File: config.mk
export PLATFORM = sky130hd
export DESIGN_NAME = ini_line_tokenizer_unit
export DESIGN_NICKNAME = d
export VERILOG_FILES = /design/src/rtl/ilt_pkg.sv /design/src/rtl/ilt_in_reg.sv /design/src/rtl/ilt_parser.sv /design/src/rtl/ilt_out_reg.sv /design/src/rtl/ini_line_tokenizer_unit.sv
export VERILOG_INCLUDE_DIRS = /design/src /design/src/rtl
export SDC_FILE = /design/constraint.sdc
export NUM_CORES = 1
export LEC_CHECK = 0
export ABC_AREA = 1
export BUFFER_PORTS_ARGS = -buffer_cell sky130_fd_sc_hd__buf_2
export CAP_MARGIN = 30
export CORE_ASPECT_RATIO = 0.9
export CORE_MARGIN = 1.5
export CORE_UTILIZATION = 40
export CTS_CLUSTER_SIZE = 10
export DETAILED_ROUTE_END_ITERATION = 6
export SYNTH_ARGS = -nofsm -noshare
export SYNTH_HDL_FRONTEND = slang
export SYNTH_SLANG_ARGS = --single-unit
File: constraint.sdc
create_clock -name clk -period 7.6 [get_ports clk]
set_input_delay 0.76 -clock clk [delete_from_list [all_inputs] [get_ports clk]]
set_output_delay 0.76 -clock clk [all_outputs]
set_load 0.1 [all_outputs]
File: src/rtl/ini_line_tokenizer_unit_defines.svh
// Assertion macros shared by the tokenizer RTL.
// Each macro expects clk and rst_n to be in scope.
`ifndef INI_LINE_TOKENIZER_UNIT_DEFINES_SVH
`define INI_LINE_TOKENIZER_UNIT_DEFINES_SVH

// same-cycle implication
`define ILT_ASSERT_NOW(lbl, ante, cons, msg) \
  lbl: assert property (@(posedge clk) disable iff (!rst_n) (ante) |-> (cons)) \
    else $error(msg);

// next-cycle implication
`define ILT_ASSERT_NEXT(lbl, ante, cons, msg) \
  lbl: assert property (@(posedge clk) disable iff (!rst_n) (ante) |=> (cons)) \
    else $error(msg);

`endif

File: src/rtl/ilt_pkg.sv
// Shared types and constants for the INI line tokenizer.
// No dependencies.
package ilt_pkg;

  localparam int DEF_POSITION_BITS = 32;
  localparam int DEF_LENGTH_BITS   = 16;
  localparam int LEN_FIELD_MAX     = 65535;

  // record kinds
  localparam logic [2:0] KIND_EMPTY   = 3'd0;
  localparam logic [2:0] KIND_COMMENT = 3'd1;
  localparam logic [2:0] KIND_SECTION = 3'd2;
  localparam logic [2:0] KIND_VALUE   = 3'd3;
  localparam logic [2:0] KIND_ERROR   = 3'd4;

  // characters of interest
  localparam logic [7:0] CH_SEMI   = 8'h3B;
  localparam logic [7:0] CH_LBRK   = 8'h5B;
  localparam logic [7:0] CH_RBRK   = 8'h5D;
  localparam logic [7:0] CH_EQ     = 8'h3D;
  localparam logic [7:0] CH_NL     = 8'h0A;
  localparam logic [7:0] CH_TAB    = 8'h09;
  localparam logic [7:0] CH_VT     = 8'h0B;
  localparam logic [7:0] CH_FF     = 8'h0C;
  localparam logic [7:0] CH_CR     = 8'h0D;
  localparam logic [7:0] CH_SPACE  = 8'h20;

  typedef struct packed {
    logic [7:0] text_byte;
    logic       end_of_text;
  } ilt_item_t;

  typedef struct packed {
    logic [2:0]  line_kind;
    logic [31:0] key_start;
    logic [15:0] key_size;
    logic [31:0] text_start;
    logic [15:0] text_length;
  } ilt_rec_t;

endpackage

File: src/rtl/ilt_in_reg.sv
// Input register stage of the tokenizer.
// Depends on ilt_pkg for the item type.
module ilt_in_reg (
  input  logic               clk,
  input  logic               rst_n,
  input  logic               in_valid,
  output logic               in_ready,
  input  ilt_pkg::ilt_item_t in_item,
  input  logic               fire,
  output logic               stage_valid,
  output ilt_pkg::ilt_item_t stage_item
);

  logic               valid_r;
  logic               valid_nxt;
  ilt_pkg::ilt_item_t item_r;

  assign in_ready    = !valid_r || fire;
  assign stage_valid = valid_r;
  assign stage_item  = item_r;

  always_comb begin
    valid_nxt = valid_r;
    if (in_valid && in_ready) begin
      valid_nxt = 1'b1;
    end else if (fire) begin
      valid_nxt = 1'b0;
    end
  end

  always_ff @(posedge clk) begin
    if (!rst_n) begin
      valid_r <= 1'b0;
    end else begin
      valid_r <= valid_nxt;
    end
  end

  always_ff @(posedge clk) begin
    if (in_valid && in_ready) begin
      item_r <= in_item;
    end
  end

endmodule

File: src/rtl/ilt_parser.sv
// Line parser: mode register, position counter and trim trackers.
// Depends on ilt_pkg and ini_line_tokenizer_unit_defines.svh.
`include "ini_line_tokenizer_unit_defines.svh"

module ilt_parser #(
  parameter int POSITION_BITS = ilt_pkg::DEF_POSITION_BITS,
  parameter int LENGTH_BITS   = ilt_pkg::DEF_LENGTH_BITS
) (
  input  logic               clk,
  input  logic               rst_n,
  input  logic               fire,
  input  ilt_pkg::ilt_item_t item,
  output logic               emit,
  output ilt_pkg::ilt_rec_t  rec
);

  localparam int PW = POSITION_BITS + 1;
  localparam logic [PW-1:0] LEN_CAP = (LENGTH_BITS < 16) ?
                                      PW'((64'd1 << LENGTH_BITS) - 64'd1) :
                                      PW'(ilt_pkg::LEN_FIELD_MAX);

  localparam logic [2:0] MODE_LINE    = 3'd0;
  localparam logic [2:0] MODE_AFTER   = 3'd1;
  localparam logic [2:0] MODE_COMMENT = 3'd2;
  localparam logic [2:0] MODE_SECTION = 3'd3;
  localparam logic [2:0] MODE_KEY     = 3'd4;
  localparam logic [2:0] MODE_VALUE   = 3'd5;
  localparam logic [2:0] MODE_HALTED  = 3'd6;

  typedef logic [POSITION_BITS-1:0] pos_t;

  function automatic logic [15:0] span_len(input pos_t first, input pos_t last);
    logic [PW-1:0] n;
    n = {1'b0, last - first} + PW'(1);
    return (n > LEN_CAP) ? LEN_CAP[15:0] : n[15:0];
  endfunction

  function automatic logic [31:0] pos32(input pos_t v);
    logic [POSITION_BITS+31:0] w;
    w = {32'd0, v};
    return w[31:0];
  endfunction

  logic [2:0]  mode_r,   mode_nxt;
  logic        blanks_r, blanks_nxt;
  pos_t        pos_r,    pos_nxt;
  pos_t        fstart_r, fstart_nxt;
  pos_t        first_r,  first_nxt;
  pos_t        last_r,   last_nxt;
  logic        seen_r,   seen_nxt;
  pos_t        kstart_r, kstart_nxt;
  logic [15:0] klen_r,   klen_nxt;

  logic [7:0]  b;
  logic        is_blank;
  logic        is_trim;
  logic [15:0] right_len;
  pos_t        both_start;
  logic [15:0] both_len;
  logic        do_line;
  logic        do_key;
  logic        rec_error;
  logic        rec_bare;
  logic        rec_clear;
  logic        byte_step;

  assign b        = item.text_byte;
  assign is_blank = (b == ilt_pkg::CH_SPACE) || (b == ilt_pkg::CH_TAB) ||
                    (b == ilt_pkg::CH_VT);
  assign is_trim  = is_blank || (b == ilt_pkg::CH_NL) || (b == ilt_pkg::CH_FF) ||
                    (b == ilt_pkg::CH_CR);

  assign right_len  = seen_r ? span_len(fstart_r, last_r) : 16'd0;
  assign both_start = seen_r ? first_r : fstart_r;
  assign both_len   = seen_r ? span_len(first_r, last_r) : 16'd0;

  always_comb begin
    mode_nxt   = mode_r;
    blanks_nxt = blanks_r;
    pos_nxt    = pos_r;
    fstart_nxt = fstart_r;
    first_nxt  = first_r;
    last_nxt   = last_r;
    seen_nxt   = seen_r;
    kstart_nxt = kstart_r;
    klen_nxt   = klen_r;
    emit       = 1'b0;
    rec        = '0;
    do_line    = 1'b0;
    do_key     = 1'b0;

    if (fire && (mode_r != MODE_HALTED)) begin
      if (item.end_of_text) begin
        // flush pending line, then back to the reset state unless it errors
        unique case (mode_r)
          MODE_LINE: begin
            if (blanks_r) begin
              emit           = 1'b1;
              rec.line_kind  = ilt_pkg::KIND_EMPTY;
            end
          end
          MODE_COMMENT: begin
            emit             = 1'b1;
            rec.line_kind    = ilt_pkg::KIND_COMMENT;
            rec.text_start   = pos32(fstart_r);
            rec.text_length  = right_len;
          end
          MODE_VALUE: begin
            emit             = 1'b1;
            rec.line_kind    = ilt_pkg::KIND_VALUE;
            rec.key_start    = pos32(kstart_r);
            rec.key_size     = klen_r;
            rec.text_start   = pos32(fstart_r);
            rec.text_length  = right_len;
          end
          MODE_SECTION, MODE_KEY: begin
            emit             = 1'b1;
            rec.line_kind    = ilt_pkg::KIND_ERROR;
          end
          default: begin
          end
        endcase
        if (emit && (rec.line_kind == ilt_pkg::KIND_ERROR)) begin
          mode_nxt = MODE_HALTED;
        end else begin
          mode_nxt   = MODE_LINE;
          blanks_nxt = 1'b0;
          pos_nxt    = '0;
          fstart_nxt = '0;
          first_nxt  = '0;
          last_nxt   = '0;
          seen_nxt   = 1'b0;
          kstart_nxt = '0;
          klen_nxt   = '0;
        end
      end else begin
        pos_nxt = pos_r + POSITION_BITS'(1);
        unique case (mode_r)
          MODE_LINE: begin
            do_line = 1'b1;
          end
          MODE_AFTER: begin
            // one newline right after ']' is swallowed
            mode_nxt   = MODE_LINE;
            blanks_nxt = 1'b0;
            do_line    = (b != ilt_pkg::CH_NL);
          end
          MODE_COMMENT, MODE_VALUE: begin
            if (b == ilt_pkg::CH_NL) begin
              emit            = 1'b1;
              rec.line_kind   = (mode_r == MODE_VALUE) ? ilt_pkg::KIND_VALUE :
                                                         ilt_pkg::KIND_COMMENT;
              if (mode_r == MODE_VALUE) begin
                rec.key_start  = pos32(kstart_r);
                rec.key_size   = klen_r;
              end
              rec.text_start  = pos32(fstart_r);
              rec.text_length = right_len;
              mode_nxt        = MODE_LINE;
              blanks_nxt      = 1'b0;
            end else if (!is_trim) begin
              if (!seen_r) begin
                first_nxt = pos_r;
              end
              seen_nxt = 1'b1;
              last_nxt = pos_r;
            end
          end
          MODE_SECTION: begin
            if (b == ilt_pkg::CH_NL) begin
              emit          = 1'b1;
              rec.line_kind = ilt_pkg::KIND_ERROR;
              mode_nxt      = MODE_HALTED;
            end else if (b == ilt_pkg::CH_RBRK) begin
              emit            = 1'b1;
              rec.line_kind   = ilt_pkg::KIND_SECTION;
              rec.text_start  = pos32(both_start);
              rec.text_length = both_len;
              mode_nxt        = MODE_AFTER;
            end else if (!is_trim) begin
              if (!seen_r) begin
                first_nxt = pos_r;
              end
              seen_nxt = 1'b1;
              last_nxt = pos_r;
            end
          end
          MODE_KEY: begin
            do_key = 1'b1;
          end
          default: begin
            mode_nxt = MODE_HALTED;
          end
        endcase

        if (do_line) begin
          if (is_blank) begin
            blanks_nxt = 1'b1;
          end else if (b == ilt_pkg::CH_NL) begin
            blanks_nxt    = 1'b0;
            emit          = 1'b1;
            rec.line_kind = ilt_pkg::KIND_EMPTY;
          end else begin
            fstart_nxt = pos_r + POSITION_BITS'(1);
            first_nxt  = '0;
            last_nxt   = '0;
            seen_nxt   = 1'b0;
            blanks_nxt = 1'b0;
            if (b == ilt_pkg::CH_SEMI) begin
              mode_nxt = MODE_COMMENT;
            end else if (b == ilt_pkg::CH_LBRK) begin
              mode_nxt = MODE_SECTION;
            end else begin
              mode_nxt   = MODE_KEY;
              fstart_nxt = pos_r;
              do_key     = 1'b1;
            end
          end
        end

        if (do_key) begin
          if (b == ilt_pkg::CH_EQ) begin
            // a key opened by this very byte is empty and starts here
            if (mode_r == MODE_KEY) begin
              kstart_nxt = both_start;
              klen_nxt   = both_len;
            end else begin
              kstart_nxt = pos_r;
              klen_nxt   = 16'd0;
            end
            mode_nxt   = MODE_VALUE;
            fstart_nxt = pos_r + POSITION_BITS'(1);
            first_nxt  = '0;
            last_nxt   = '0;
            seen_nxt   = 1'b0;
            blanks_nxt = 1'b0;
          end else if (!is_trim) begin
            if (!seen_nxt) begin
              first_nxt = pos_r;
            end
            seen_nxt = 1'b1;
            last_nxt = pos_r;
          end
        end
      end
    end
  end

  always_ff @(posedge clk) begin
    if (!rst_n) begin
      mode_r   <= MODE_LINE;
      blanks_r <= 1'b0;
      pos_r    <= '0;
      fstart_r <= '0;
      first_r  <= '0;
      last_r   <= '0;
      seen_r   <= 1'b0;
      kstart_r <= '0;
      klen_r   <= '0;
    end else begin
      mode_r   <= mode_nxt;
      blanks_r <= blanks_nxt;
      pos_r    <= pos_nxt;
      fstart_r <= fstart_nxt;
      first_r  <= first_nxt;
      last_r   <= last_nxt;
      seen_r   <= seen_nxt;
      kstart_r <= kstart_nxt;
      klen_r   <= klen_nxt;
    end
  end

  assign rec_error = emit && (rec.line_kind == ilt_pkg::KIND_ERROR);
  assign rec_bare  = emit && ((rec.line_kind == ilt_pkg::KIND_EMPTY) || rec_error);
  assign rec_clear = (rec.key_size == 16'd0) && (rec.text_length == 16'd0) &&
                     (rec.text_start == 32'd0);
  assign byte_step = fire && !item.end_of_text && (mode_r != MODE_HALTED);

  `ILT_ASSERT_NOW(a_halt_silent, mode_r == MODE_HALTED, !emit, "record while halted")
  `ILT_ASSERT_NEXT(a_error_halts, rec_error, mode_r == MODE_HALTED, "no halt after error")
  `ILT_ASSERT_NOW(a_bare_fields, rec_bare, rec_clear, "fields set in bare record")
  `ILT_ASSERT_NEXT(a_pos_step, byte_step, pos_r == $past(pos_r) + POSITION_BITS'(1), "no step")

endmodule

File: src/rtl/ilt_out_reg.sv
// Result register stage of the tokenizer.
// Depends on ilt_pkg for the record type.
module ilt_out_reg (
  input  logic              clk,
  input  logic              rst_n,
  input  logic              fire,
  input  logic              emit,
  input  ilt_pkg::ilt_rec_t rec,
  input  logic              out_ready,
  output logic              out_valid,
  output ilt_pkg::ilt_rec_t out_rec
);

  logic              valid_r;
  logic              valid_nxt;
  ilt_pkg::ilt_rec_t rec_r;

  assign out_valid = valid_r;
  assign out_rec   = rec_r;

  always_comb begin
    valid_nxt = valid_r;
    if (fire && emit) begin
      valid_nxt = 1'b1;
    end else if (out_ready) begin
      valid_nxt = 1'b0;
    end
  end

  always_ff @(posedge clk) begin
    if (!rst_n) begin
      valid_r <= 1'b0;
    end else begin
      valid_r <= valid_nxt;
    end
  end

  always_ff @(posedge clk) begin
    if (fire && emit) begin
      rec_r <= rec;
    end
  end

endmodule

File: src/rtl/ini_line_tokenizer_unit.sv
// A record reaches the result register once its item has passed the input register and the parser
// (input register, then the parser into the result register); a waiting record can hold the item back.
// Throughput: one item per cycle; the result register only stalls intake while a record waits.
// Each item is a single registered pass through the parser mode logic.
// Reset (synchronous, active low) empties both registers and returns the parser to line start.
module ini_line_tokenizer_unit #(
  parameter int POSITION_BITS = ilt_pkg::DEF_POSITION_BITS,
  parameter int LENGTH_BITS   = ilt_pkg::DEF_LENGTH_BITS
) (
  input  logic        clk,
  input  logic        rst_n,
  input  logic        in_valid,
  output logic        in_ready,
  input  logic [7:0]  in_text_byte,
  input  logic        in_end_of_text,
  output logic        out_valid,
  input  logic        out_ready,
  output logic [2:0]  out_line_kind,
  output logic [31:0] out_key_start,
  output logic [15:0] out_key_size,
  output logic [31:0] out_text_start,
  output logic [15:0] out_text_length
);

  ilt_pkg::ilt_item_t in_item;
  ilt_pkg::ilt_item_t stage_item;
  ilt_pkg::ilt_rec_t  rec;
  ilt_pkg::ilt_rec_t  out_rec;
  logic               stage_valid;
  logic               fire;
  logic               emit;

  assign in_item.text_byte   = in_text_byte;
  assign in_item.end_of_text = in_end_of_text;

  // staged item moves whenever the result slot is free or draining
  assign fire = stage_valid && (!out_valid || out_ready);

  ilt_in_reg u_in (
    .clk         (clk),
    .rst_n       (rst_n),
    .in_valid    (in_valid),
    .in_ready    (in_ready),
    .in_item     (in_item),
    .fire        (fire),
    .stage_valid (stage_valid),
    .stage_item  (stage_item)
  );

  ilt_parser #(
    .POSITION_BITS (POSITION_BITS),
    .LENGTH_BITS   (LENGTH_BITS)
  ) u_parser (
    .clk   (clk),
    .rst_n (rst_n),
    .fire  (fire),
    .item  (stage_item),
    .emit  (emit),
    .rec   (rec)
  );

  ilt_out_reg u_out (
    .clk       (clk),
    .rst_n     (rst_n),
    .fire      (fire),
    .emit      (emit),
    .rec       (rec),
    .out_ready (out_ready),
    .out_valid (out_valid),
    .out_rec   (out_rec)
  );

  assign out_line_kind   = out_rec.line_kind;
  assign out_key_start   = out_rec.key_start;
  assign out_key_size    = out_rec.key_size;
  assign out_text_start  = out_rec.text_start;
  assign out_text_length = out_rec.text_length;

endmodule
==> results.toml, run 1 <==
[timing]
max_freq_ghz = 0.204
hold_violations = 0
slew_headroom = 0.318
drv_slew = 0
rsz0062_at_grt = "false"
fin_skew_ns = 0.0159
min_period_ns = 4.91
whs_ns = 0.399
worstMarginPinSlew_ns = 1.02
setup_viol = 0
post-route-period-util = 0.646
finalSetupTns_ns = 0

[die]
fp.dieW_um = 253
core_mm2 = 0.0555
die_area_mm2 = 0.0575
initial_core_util = 0.404
ios = 114
placementRows = 82
die_h_um = 228

[global_route]
grt_pass1_wl_um = 124000
antenna_found_initial = 2
overflow = 0
grt_use_total = 0.277
grt_pass1_vias = 21300
grt_max_degree = 101

[synth]
synthFlopType = "dfxtp_1"
syn_inst = 3562
avgSynthCellArea_um2 = 6.30
synth_edf_count = 108
yosysSeqAreaShare = 0.308
ys_ff_latch = 291
syn_nets = 3644
synthTopCellsByArea = "nand2_1, dfxtp_1, edfxtp_1, inv_1, a21oi_1"
synthesis.area_mm2 = 0.0224
yosysTopAreaCellShare = 0.179
synth_common_cells = "nand2_1, inv_1, nor2_1"
async_flop_share = 0
synth_cell_types = 56
yosysMostFrequentCell = "nand2_1"
yosys_warnings = 0
synth_top_area_cell = "nand2_1"

[power]
leakage_nw = 10.1
p_per_area_mw_per_mm2 = 189
ir_drop_uv = 135
power.total_mw = 4.64

[worst_setup_path]
crit_buf_inv = 3
crit_start = "u_parser.mode_r[1]"
cp_top_family = "simple AND/OR/NAND/NOR gates"
cp.required_ns = 8.05
cp_max_fo = 36
reg2reg_to = "u_parser.first_r[12]"
cpPeakStageDelay_ns = 0.64
timing.critical_path.to = "u_parser.first_r[12]"
cp_cell_sequence = "nor3_4 > inv_2 > nand2_1 > buf_4 > nor2_2 > o21ai_2 > nor2_2 > nand2_2 > nand2_1 > nand2_1 > nand2_2 > buf_4 > nand2_2 > nor3_1 > o21ai_0 > a21oi_1"
critPathKind = "register to register"
cp.arrival_ns = 5.36
crit_slowest_cell = "nor2_2"
cp_num_cells = 16
reg2reg_depth = 16
rr_startpoint = "u_parser.mode_r[1]"
regToRegSetupSlack_ns = 2.69
crit_path_end_kind = "register"
start_kind = "register"

[placement]
placedCellCount = 4311
portBuffers = 113
dp_hpwl_um = 63100
gp_congestion = 0.976

[routing]
ant_nets = 0
vias = 23900
drc = 0
viasPerCell = 5.46
first_iter_violations = 2305
wl_per_cell_um = 18.7
dr.pass1.iters = 6
drt_wl_total_um = 81900

[clocking]
cts_resized = 0
tritoncts = "built"
h-tree-depth = 2
clkLatencyLatePin_ns = 0.54
cts_setup_buffers = 0
cts_buffers = 35
cts_sinks = 291
root_buffer = "clkbuf_16"
holdBufCountCts = 0
clk_pin_slew_ns = 0.06
clk_path_buf_depth = 3

[final_layout]
multiInputGateArea_mm2 = 0.0132
finalNetCount = 3674
layout-drive-gt1-share = 0.0888
final_cells = 4373
nFillCells = 5981
post-route-util = 0.443
area_delta_synth_final_pct = 9.67
ff_latch_area_mm2 = 0.00691

[min_path]
hp-class = "input port to register"

[outcome]
outcome = "complete, no violations"

[run]
maxCapViolCount = 0
-- power by group --
group | total (mW) | internal (mW) | switching (mW)
clock network | 1.55 | 0.881 | 0.671
registers | 1.66 | 1.64 | 0.0198
logic | 1.43 | 0.338 | 1.09
total | 4.64 | 2.86 | 1.78
-- how the worst min path moves through the flow --
stage / slack, ns / cells after the start / to / startpoint
floorplan: 0.43 / 2 / u_parser.kstart_r[12] / u_parser.kstart_r[12]
global placement: 0.45 / 2 / u_parser.kstart_r[20] / u_parser.kstart_r[20]
detailed placement: 0.45 / 2 / u_parser.kstart_r[1] / u_parser.kstart_r[1]
CTS: 0.40 / 1 / u_in.stage_item[0] / in_end_of_text
global route: 0.40 / 1 / u_in.stage_item[0] / in_end_of_text
finish: 0.40 / 1 / u_in.stage_item[0] / in_end_of_text
-- routing by layer --
metal	up-vias	track usage	share of wire
met2	959	0.419	0.43
li1	11800	-	-
met4	0	0.0925	0.031
met1	11000	0.395	0.45
met3	134	0.0535	0.087
met5	-	0	0
-- area by class of cell --
class | instances | share of cell area
diodes | 3 | 0.000305
clock inverters | 3 | 0.00137
inverters | 463 | 0.0707
multi-input cells | 2665 | 0.537
clock buffers | 56 | 0.0397
repair buffers | 136 | 0.0313
flip-flops and latches | 291 | 0.281
well taps | 756 | 0.0384
-- metrics by stage --
stage          cell area [um2]  setup slack [ns]
6_report                 24600              2.69
3_5_place_dp             23600              2.83
3_3_place_gp             23600              2.81
4_1_cts                  24600              2.81
2_1_floorplan            22400              1.41
5_1_grt                  24600              2.27
-- flip-flops by register name, summed over array words and instances (netlist names) --
register / flops
u_parser.fstart_r: 32
u_parser.first_r: 32
u_out.out_rec: 99
u_parser.mode_r: 3
u_parser.kstart_r: 32
u_parser.seen_r: 1
u_parser.klen_r: 16
u_parser.last_r: 32
u_parser.blanks_r: 1
u_out.out_valid: 1
u_in.stage_valid: 1
u_parser.pos_r: 32
u_in.stage_item: 9
-- cell usage in the layout (no fill, tap or decap), types with 4 or more instances in the layout --
master / n
o21a_1: 23
nand3b_1: 8
nor2_2: 25
inv_1: 428
ha_1: 67
nor2_1: 332
nand2_2: 35
nor2_4: 13
a221oi_1: 36
a211oi_1: 24
nand2_1: 1068
nand4_1: 54
nor3_1: 76
o21ai_1: 9
buf_2: 113
o221ai_1: 14
o31ai_1: 4
xor2_1: 30
xnor2_1: 5
nand2_4: 4
o21ai_0: 193
buf_4: 21
or2_2: 6
dfxtp_1: 182
nand3_2: 22
o211ai_1: 14
inv_2: 27
o22ai_1: 19
a21oi_1: 288
clkinv_1: 7
clkbuf_1: 20
o32ai_1: 11
nand3_1: 240
nor4_1: 6
edfxtp_1: 108
o311ai_0: 6
o21bai_1: 6
clkbuf_16: 36
-- cell families after synthesis --
group	count (synthesis)	share of synthesized area
AOI/OAI and AO/OA	658	0.169
xor gates and xnor gates	35	0.0137
adders and majority gates	69	0.0391
buffers and inverters	606	0.104
DFF	291	0.308
muxes	1	0.000446
and+or+nand+nor	1902	0.367
No activity file was read; power rests on OpenSTA's default activity.
==> run 2: changes to the inputs <==
- clock period: 7.6 -> 5.1 ns (I/O delays scaled with it)
==> results.toml, run 2 (synthesis results as in run 1) <==
[outcome]
outcome = "complete, no violations"

[worst_setup_path]
crit_slowest_cell = "ha_1"
cp.arrival_ns = 4.55
cp_cell_sequence = "inv_1 > ha_1 > nand2_1 > nor2_1 > and3_1 > nand2_1 > nand2_1 > nand2_1 > nand2_1 > nand2_1 > inv_1 > nand2_1 > nor3_1 > nand3_1 > nand2_1 > nand2_1 > inv_1 > nand4_1 > nor2_4 > nand3_1 > nand2_1 > a21oi_1"
crit_path_end_kind = "register"
critPathKind = "register to register"
regToRegSetupSlack_ns = 0.81
rr_startpoint = "u_parser.fstart_r[10]"
cpPeakStageDelay_ns = 0.41
start_kind = "register"
reg2reg_to = "u_out.out_rec[9]"
cp_max_fo = 16
reg2reg_depth = 22
path_common_cell = "nand2_1"
cp.required_ns = 5.36

[die]
initial_core_util = 0.404
ios = 114
die_area_mm2 = 0.0575
placementRows = 82
fp.dieW_um = 253
core_mm2 = 0.0555
die_h_um = 228

[final_layout]
multiInputGateArea_mm2 = 0.0132
nFillCells = 5925
final_cells = 4384
mostFrequentLayoutCells = "nand2_1, inv_1, nor2_1"
layout-drive-gt1-share = 0.0915
area_delta_synth_final_pct = 10.3
finalNetCount = 3684
post-route-util = 0.446
final_common_cell = "nand2_1"
ff_latch_area_mm2 = 0.00691
largest_reg_flops = 99

[timing]
post-route-period-util = 0.841
drv_slew = 0
finalSetupTns_ns = 0
worstMarginPinSlew_ns = 0.953
fin_ws_ns = 0.811
max_freq_ghz = 0.233
min_period_ns = 4.29
hold_violations = 0
slew_headroom = 0.358
setup_viol = 0
rsz0062_at_grt = "false"
fin_skew_ns = 0.0226

[routing]
drc = 0
ant_nets = 0
vias = 24000
first_iter_violations = 2745
viasPerCell = 5.48
dr.pass1.iters = 6
drt_wl_total_um = 82100
wl_per_cell_um = 18.7

[clocking]
cts_resized = 0
cts_sinks = 291
h-tree-depth = 2
root_buffer = "clkbuf_16"
cts_buffers = 36
cts_setup_buffers = 0
tritoncts = "built"
holdBufCountCts = 0
clkLatencyLatePin_ns = 0.55
clk_pin_slew_ns = 0.06
clk_path_buf_depth = 3

[min_path]
holdPathEnd = "u_in.stage_item[4]"
holdPathStages = 1
hp-start = "in_text_byte[3]"
hp-class = "input port to register"

[global_route]
grt_use_met2 = 0.417
use_met1 = 0.405
grt_pass1_vias = 20700
grt_pass1_wl_um = 124000
overflow = 0
grt_use_met3 = 0.0394
antenna_found_initial = 1
grt_use_total = 0.278
busiest_layer = "met2"
grt_max_degree = 101

[power]
leakage_nw = 10.2
p_per_area_mw_per_mm2 = 285
power.total_mw = 7.06
ir_drop_uv = 225

[placement]
gp_congestion = 0.959
dp_hpwl_um = 62200
placedCellCount = 4320
pre_cts_ws_ns = 0.961
portBuffers = 113

[run]
maxCapViolCount = 0
run 2: how the worst max path moves through the flow:
| stage | start | end | cells after the start |
|---|---|---|---|
| 2_1_floorplan | u_in.stage_item[2] | u_out.out_rec[0] | 13 |
| 3_3_place_gp | u_parser.fstart_r[12] | u_out.out_rec[9] | 22 |
| 3_5_place_dp | u_parser.fstart_r[10] | u_out.out_rec[10] | 22 |
| 4_1_cts | u_parser.fstart_r[10] | u_out.out_rec[10] | 22 |
| 5_1_grt | u_parser.fstart_r[10] | u_out.out_rec[10] | 22 |
| 6_report | u_parser.fstart_r[10] | u_out.out_rec[9] | 22 |
run 2: final cells by class:
class | count | area share
Multi-Input combinational cell | 2665 | 0.535
Sequential cell | 291 | 0.279
Inverter | 463 | 0.0703
Clock buffer | 59 | 0.0403
Tap cell | 756 | 0.0382
Timing Repair Buffer | 145 | 0.0347
Clock inverter | 4 | 0.00258
Antenna cell | 1 | 0.000101
run 2: stage by stage:
stage | hold WS, ns | area (um2)
floorplan | 0.431 | 22400
detailed placement | 0.448 | 23700
finish | 0.132 | 24700
global route | 0.123 | 24700
global placement | 0.446 | 23600
CTS | 0.116 | 24700
run 2: power breakdown:
group | switching, mW | total (mW) | internal, mW
clock network | 1.01 | 2.40 | 1.39
logic | 1.67 | 2.18 | 0.510
registers | 0.0299 | 2.48 | 2.45
total | 2.72 | 7.06 | 4.35
run 2: worst max-delay path, delay by kind of cell, from the launching register on:
| kind | cells | cell delay, ns |
|---|---|---|
| simple gates | 17 | 2.84 |
| flops | 1 | 0.38 |
| buf+inv | 3 | 0.28 |
| fa+ha+maj | 1 | 0.41 |
| compound gates | 1 | 0.07 |
run 2: layer usage:
layer  vias up  share of wire
li1      11800              -
met1     11000           0.46
met2      1076           0.43
met3       119          0.085
met4         0          0.033
met5         -              0
